==> src/design/frar_pkg.sv <==
// Shared constants and types of the frame receive and acknowledge router.
package frar_pkg;

	localparam int LEN_W  = 10;
	localparam int SEQ_W  = 7;
	localparam int ADDR_W = 8;
	localparam int CNT_W  = 8;
	localparam int KIND_W = 2;
	localparam int IDX_W  = 3;
	localparam int CFG_W  = 10;

	localparam int IN_DATA_W  = 48;
	localparam int OUT_DATA_W = 16;

	localparam logic [LEN_W-1:0] MAX_FRAME_LEN = 10'd1023;

	localparam logic [KIND_W-1:0] KIND_ACK  = 2'd0;
	localparam logic [KIND_W-1:0] KIND_NACK = 2'd1;
	localparam logic [KIND_W-1:0] KIND_SACK = 2'd2;

	localparam logic [IDX_W-1:0] REG_MACHINE_ID     = 3'd0;
	localparam logic [IDX_W-1:0] REG_BROADCAST_ADDR = 3'd1;
	localparam logic [IDX_W-1:0] REG_MIN_LEN        = 3'd2;
	localparam logic [IDX_W-1:0] REG_MAX_SEQ        = 3'd3;
	localparam logic [IDX_W-1:0] REG_FAIL_LIMIT     = 3'd4;

	typedef struct packed {
		logic [ADDR_W-1:0] src_addr;
		logic [ADDR_W-1:0] dest_addr;
		logic [SEQ_W-1:0]  rx_seq;
		logic [LEN_W-1:0]  hdr_len;
		logic [LEN_W-1:0]  rx_len;
	} frame_hdr_t;

	typedef struct packed {
		logic [SEQ_W-1:0]  reply_seq;
		logic [KIND_W-1:0] reply_kind;
		logic              undeliverable;
		logic              forward_out;
		logic              deliver_local;
	} reply_t;

endpackage

==> src/design/frame_receive_ack_router.sv <==
// Receiver of a ring link: checks frame headers, routes good frames and builds the reply.
//
// One frame header is taken per clock cycle and its reply is built through a header register,
// one pass of compare logic that also updates the expected sequence and mismatch counter,
// then a result register. The result register lets the next header enter while a reply
// waits on m_tready; the only pause comes from the downstream side. Configuration
// registers are written through cfg_we/cfg_index/cfg_wdata; the user must write them only
// while no request is in flight, as the block itself does not enforce it.
module frame_receive_ack_router
	import frar_pkg::*;
(
	input  logic                  clk,
	input  logic                  arst_n,
	input  logic                  s_tvalid,
	output logic                  s_tready,
	// rx_len[9:0], hdr_len[19:10], rx_seq[26:20], dest_addr[34:27], src_addr[42:35], zero pad
	input  logic [IN_DATA_W-1:0]  s_tdata,
	output logic                  m_tvalid,
	input  logic                  m_tready,
	// deliver_local[0], forward_out[1], undeliverable[2], reply_seq[9:3], zero pad
	output logic [OUT_DATA_W-1:0] m_tdata,
	// reply_kind[1:0]
	output logic [KIND_W-1:0]     m_tuser,
	input  logic                  cfg_we,
	input  logic [IDX_W-1:0]      cfg_index,
	input  logic [CFG_W-1:0]      cfg_wdata
);

	logic [ADDR_W-1:0] machine_id_q;
	logic [ADDR_W-1:0] broadcast_addr_q;
	logic [LEN_W-1:0]  min_len_q;
	logic [SEQ_W-1:0]  max_seq_q;
	logic [CNT_W-1:0]  fail_limit_q;

	logic [SEQ_W-1:0]  expected_seq_q;
	logic [CNT_W-1:0]  mismatch_count_q;

	logic              valid_s1;
	frame_hdr_t        hdr_s1;
	logic              valid_s2;
	reply_t            reply_s2;

	logic              adv_s1;
	reply_t            reply_d;
	logic [SEQ_W-1:0]  expected_seq_d;
	logic [CNT_W-1:0]  mismatch_count_d;
	logic [LEN_W-1:0]  len_capped;
	logic [CNT_W-1:0]  count_inc;
	logic [SEQ_W:0]    seq_inc;

	assign adv_s1   = valid_s1 && (!valid_s2 || m_tready);
	assign s_tready = !valid_s1 || adv_s1;

	always_comb begin
		len_capped       = (hdr_s1.rx_len > MAX_FRAME_LEN) ? MAX_FRAME_LEN : hdr_s1.rx_len;
		count_inc        = (mismatch_count_q == {CNT_W{1'b1}}) ? mismatch_count_q
		                   : mismatch_count_q + 1'b1;
		seq_inc          = {1'b0, expected_seq_q} + 1'b1;
		reply_d          = '0;
		expected_seq_d   = expected_seq_q;
		mismatch_count_d = mismatch_count_q;
		priority if (len_capped < min_len_q || len_capped != hdr_s1.hdr_len) begin
			reply_d.reply_kind = KIND_NACK;
			reply_d.reply_seq  = expected_seq_q;
		end else if (hdr_s1.rx_seq != expected_seq_q) begin
			if (count_inc >= fail_limit_q) begin
				expected_seq_d     = '0;
				mismatch_count_d   = '0;
				reply_d.reply_kind = KIND_SACK;
			end else begin
				mismatch_count_d   = count_inc;
				reply_d.reply_kind = KIND_NACK;
			end
		end else begin
			priority if (hdr_s1.dest_addr == broadcast_addr_q) begin
				reply_d.deliver_local = 1'b1;
				reply_d.forward_out   = (hdr_s1.src_addr != machine_id_q);
			end else if (hdr_s1.dest_addr == machine_id_q) begin
				reply_d.deliver_local = 1'b1;
			end else if (hdr_s1.src_addr == machine_id_q) begin
				reply_d.undeliverable = 1'b1;
			end else begin
				reply_d.forward_out = 1'b1;
			end
			mismatch_count_d   = '0;
			expected_seq_d     = (seq_inc > {1'b0, max_seq_q}) ? '0 : seq_inc[SEQ_W-1:0];
			reply_d.reply_kind = KIND_ACK;
			reply_d.reply_seq  = expected_seq_d;
		end
	end

	always_ff @(posedge clk or negedge arst_n) begin
		if (!arst_n) begin
			machine_id_q     <= '0;
			broadcast_addr_q <= 8'd255;
			min_len_q        <= 10'd4;
			max_seq_q        <= 7'd7;
			fail_limit_q     <= 8'd3;
		end else if (cfg_we) begin
			unique case (cfg_index)
				REG_MACHINE_ID:     machine_id_q     <= cfg_wdata[ADDR_W-1:0];
				REG_BROADCAST_ADDR: broadcast_addr_q <= cfg_wdata[ADDR_W-1:0];
				REG_MIN_LEN:        min_len_q        <= cfg_wdata[LEN_W-1:0];
				REG_MAX_SEQ:        max_seq_q        <= cfg_wdata[SEQ_W-1:0];
				REG_FAIL_LIMIT:     fail_limit_q     <= cfg_wdata[CNT_W-1:0];
				default: ;
			endcase
		end
	end

	always_ff @(posedge clk or negedge arst_n) begin
		if (!arst_n) begin
			expected_seq_q   <= '0;
			mismatch_count_q <= '0;
		end else if (adv_s1) begin
			expected_seq_q   <= expected_seq_d;
			mismatch_count_q <= mismatch_count_d;
		end
	end

	always_ff @(posedge clk or negedge arst_n) begin
		if (!arst_n) begin
			valid_s1 <= 1'b0;
		end else if (s_tready) begin
			valid_s1 <= s_tvalid;
		end
	end

	always_ff @(posedge clk) begin
		if (s_tready && s_tvalid) begin
			hdr_s1 <= s_tdata[$bits(frame_hdr_t)-1:0];
		end
	end

	always_ff @(posedge clk or negedge arst_n) begin
		if (!arst_n) begin
			valid_s2 <= 1'b0;
		end else if (adv_s1) begin
			valid_s2 <= 1'b1;
		end else if (m_tready) begin
			valid_s2 <= 1'b0;
		end
	end

	always_ff @(posedge clk) begin
		if (adv_s1) begin
			reply_s2 <= reply_d;
		end
	end

	assign m_tvalid = valid_s2;
	assign m_tuser  = reply_s2.reply_kind;
	assign m_tdata  = {{(OUT_DATA_W - SEQ_W - 3){1'b0}}, reply_s2.reply_seq,
	                   reply_s2.undeliverable, reply_s2.forward_out, reply_s2.deliver_local};

endmodule

==> config.mk <==
export PLATFORM = sky130hd
export DESIGN_NAME = frame_receive_ack_router
export DESIGN_NICKNAME = d
export VERILOG_FILES = /design/src/design/frar_pkg.sv /design/src/design/frame_receive_ack_router.sv
export SDC_FILE = /design/constraint.sdc
export NUM_CORES = 1
export LEC_CHECK = 0
export ABC_AREA = 1
export ABC_CLOCK_PERIOD_IN_PS = 3400
export BUFFER_PORTS_ARGS = -buffer_cell sky130_fd_sc_hd__buf_2
export CORE_AREA = 2 2 106 108
export CTS_BUF_LIST = sky130_fd_sc_hd__clkbuf_8 sky130_fd_sc_hd__clkbuf_16
export CTS_CLUSTER_DIAMETER = 100
export DETAILED_ROUTE_END_ITERATION = 12
export DIE_AREA = 0 0 108 110
export PLACE_DENSITY = 0.81
export SLEW_MARGIN = 20
export SYNTH_ARGS = -nofsm -noshare
export SYNTH_HDL_FRONTEND = slang
export SYNTH_SLANG_ARGS = --single-unit
==> constraint.sdc <==
create_clock -name clk -period 3.4 [get_ports clk]
set_clock_uncertainty 0.05 [all_clocks]
set_input_delay 0.68 -clock clk [delete_from_list [all_inputs] [get_ports clk]]
set_output_delay 0.68 -clock clk [all_outputs]
set_load 0.005 [all_outputs]
==> results.sh <==
export IMPL_synthXorXnorAreaFrac=0.03172
export IMPL_routed_wl_um=11710
export IMPL_ios=86
export IMPL_critPathKind="reg -> reg"
export IMPL_ys_warn_count=0
export IMPL_slew_headroom=0.5623
export IMPL_port_buffers=74
export IMPL_die_x_um=108
export IMPL_numCtsBuffers=17
export IMPL_ys_seq_area_frac=0.5381
export IMPL_final_common_cell="nand2_1"
export IMPL_post_drt_wl_per_cell_um=13.34
export IMPL_end_kind="flip-flop"
export IMPL_clockPowerShare=0.422
export IMPL_r2r_start="mismatch_count_q[0]$_DFFE_PN0P_"
export IMPL_htree_levels=4
export IMPL_path_clk_slew_ns=0.06
export IMPL_hold_viol=0
export IMPL_clock_sinks=113
export IMPL_cp_arrival_ns=3.37
export IMPL_antenna_left=0
export IMPL_drt_pass1_iterations=5
export IMPL_nNetsFinal=817
export IMPL_p_total_mw=3.822
export IMPL_drt_iter0_drc=292
export IMPL_grt_overflow=0
export IMPL_area_growth_syn_to_layout_pct=17.32
export IMPL_dp_cells=846
export IMPL_fmax_mhz=331.6
export IMPL_layout_common_cells="nand2_1 (191), inv_1 (94), buf_2 (74)"
export IMPL_path_cells="ha_1 > nand3_1 > inv_1 > nand2_1 > nand3_1 > o21ai_0 > inv_1 > ha_1 > nand2_1 > inv_1 > nand2_1 > nand2_1 > nand2_1 > nand3_1 > nor2_4 > nor2_4 > nand2_1 > nand2_1"
export IMPL_finalCritPeriodShare=0.8869
export IMPL_syn_inst=647
export IMPL_gp_congestion=0.9155
export IMPL_cts_max_path_buffers=2
export IMPL_internal_power_mw=2.839
export IMPL_fin_crit_ns=3.016
export IMPL_hold_class="in -> async"
export IMPL_crit_slowest_cell="nor2_4"
export IMPL_die_h_um=110
export IMPL_comb_power_share=0.129
export IMPL_grt_pass1_wl_um=19820
export IMPL_maxCapViolCount=0
export IMPL_rr_worst_depth=18
export IMPL_mappedNetlistArea_um2=5799
export IMPL_core_area_um2=10700
export IMPL_placedInstanceArea_um2=6259
export IMPL_status="completed"
export IMPL_rows=38
export IMPL_cts_hold_buf=0
export IMPL_post_cts_setup_buffers=0
export IMPL_worst_slack_ns=0.3845
export IMPL_cpMostUsedCell="nand2_1"
export IMPL_powerDensity_nw_per_um2=561.7
export IMPL_grt_max_degree=44
export IMPL_synth_avg_cell_area_um2=8.963
export IMPL_critPathLaunch="mismatch_count_q[0]$_DFFE_PN0P_"
export IMPL_cts_tree="done"
export IMPL_antenna_found_initial=0
export IMPL_cts_root_buf="clkbuf_8"
export IMPL_pwr_share_seq=0.448
export IMPL_first_global_vias=4430
export IMPL_ir_drop_uv=383.5
export IMPL_slowest_delay_ns=0.43
export IMPL_final_util=0.6360
export IMPL_rsz0062_at_grt="false"
export IMPL_setup_viol=0
export IMPL_track_usage=0.2189
export IMPL_fin_cells=878
export IMPL_synthSimpleGateAreaFrac=0.2168
export IMPL_die_area_um2=11880
export IMPL_crit_fanout=15
export IMPL_swShare=0.2573
export IMPL_p_sw_mw=0.9835
export IMPL_slew_viol_final=0
export IMPL_leakage_nw=3.391
export IMPL_drc=0
export IMPL_synth_mux_area_frac=0.001726
export IMPL_tightest_slew_ns=0.6566
export IMPL_drive_gt1_frac=0.2073
export IMPL_synth_compound_area_share=0.07271
export IMPL_postLayoutCellArea_um2=6804
export IMPL_dpl_worst_slack_ns=0.3783
export IMPL_ys_ff_latch=113
export IMPL_fin_setup_tns_ns=0
export IMPL_antenna_cells=0
export IMPL_hpwl_um=8299
export IMPL_vias_per_cell=5.088
export IMPL_synth_top_family_by_area="simple AND/OR/NAND/NOR gates"
export IMPL_start_util=0.5421
export IMPL_cts_resized_gates=0
export IMPL_cp_start_kind="flip-flop"
export IMPL_insertion_delay_ns=0.53
export IMPL_hold_ws_ns=0.1320
export IMPL_synth_distinct_cells=34
export IMPL_required_ns=3.76
export IMPL_vias=4467
export IMPL_synthAdderAreaFrac=0.05609
power groups by stage:
stage / logic [mW] / clock network [mW] / registers [mW]
global route: 0.581 / 1.70 / 1.73
floorplan: 0.360 / 0 / 1.71
finish: 0.495 / 1.61 / 1.71
global placement: 0.459 / 0 / 1.73
detailed placement: 0.492 / 0 / 1.73
CTS: 0.501 / 1.63 / 1.71
sequential cells by signal, summed over array words and instances, names as in the netlist, 7 cells and up:
register,flops
hdr_s1,43
m_tdata,10
min_len_q,10
broadcast_addr_q,8
fail_limit_q,8
machine_id_q,8
mismatch_count_q,8
expected_seq_q,7
max_seq_q,7
final cells by class:
class,instances,area (um^2)
clock buffers,20,466.7
clock inverters,12,78.83
fillers,854,3894
inverters,95,356.6
multi-input cells,422,2221
flip-flops and latches,113,3120
well taps,140,175.2
repair buffers,76,385.4
cells by family after synthesis:
kind of cell | Yosys count
muxes | 1
DFF | 113
buffers and inverters | 117
other | 1
xor gates and xnor gates | 21
adders and majority gates | 26
and+or+nand+nor | 291
AOI/OAI and AO/OA | 77
per-layer routing:
| metal | GRT usage | vias to the layer above | share of wire | routed length, um |
|---|---|---|---|---|
| met2 | 0.3792 | 137 | 0.51 | 5969 |
| li1 | - | 2215 | - | - |
| met1 | 0.2571 | 2091 | 0.41 | 4751 |
| met3 | 0.06761 | 24 | 0.060 | 699 |
| met4 | 0.08333 | 0 | 0.025 | 291 |
| met5 | 0 | - | 0 | 0 |
worst paths after layout:
check                                                end  slack (ns)
max                        expected_seq_q[6]$_DFFE_PN0P_        0.38
min                          machine_id_q[7]$_DFFE_PN0P_        0.13
max reg2reg                expected_seq_q[6]$_DFFE_PN0P_        0.38
min reg2reg                     max_seq_q[3]$_DFFE_PN0P_        0.44
max in group asynchronous    fail_limit_q[0]$_DFFE_PN1P_        2.27
min in group clk                     hdr_s1[9]$_DFFE_PP_        0.28
worst max-delay path: cells and delay by family, from the launching register on:
| kind | cells | cell delay, ns |
|---|---|---|
| adders and majority gates | 2 | 0.56 |
| buffers and inverters | 3 | 0.20 |
| DFF | 1 | 0.41 |
| and+or+nand+nor | 12 | 1.54 |
| AOI/OAI and AO/OA | 1 | 0.11 |
cell usage after synthesis:
master | count | share of area
nand2_1 | 191 | 0.12
inv_1 | 88 | 0.057
edfxtp_1 | 55 | 0.28
o21ai_0 | 47 | 0.041
dfrtp_1 | 44 | 0.19
nor2_1 | 36 | 0.023
ha_1 | 26 | 0.056
nand3_1 | 23 | 0.020
a21oi_1 | 18 | 0.016
xor2_1 | 17 | 0.026
clkbuf_1 | 14 | 0.0091
dfstp_2 | 14 | 0.063
or2_2 | 10 | 0.011
inv_2 | 7 | 0.0045
nand4_1 | 7 | 0.0076
nor2_2 | 7 | 0.0076
buf_4 | 6 | 0.0078
nor3_1 | 5 | 0.0043
nor2_4 | 4 | 0.0078
o21bai_1 | 4 | 0.0052
xnor2_1 | 4 | 0.0060
nand2_2 | 3 | 0.0032
o21bai_2 | 3 | 0.0058
a21o_1 | 2 | 0.0026
buf_6 | 2 | 0.0039
o21ai_1 | 2 | 0.0017
a21boi_0 | 1 | 0.0013
conb_1 | 1 | 0.00065
mux2i_1 | 1 | 0.0017
nand3_2 | 1 | 0.0017
nand3_4 | 1 | 0.0030
nor3_2 | 1 | 0.0017
nor3b_1 | 1 | 0.0013
nor4_1 | 1 | 0.0011
Note: power is estimated with default switching activity, not from simulation.
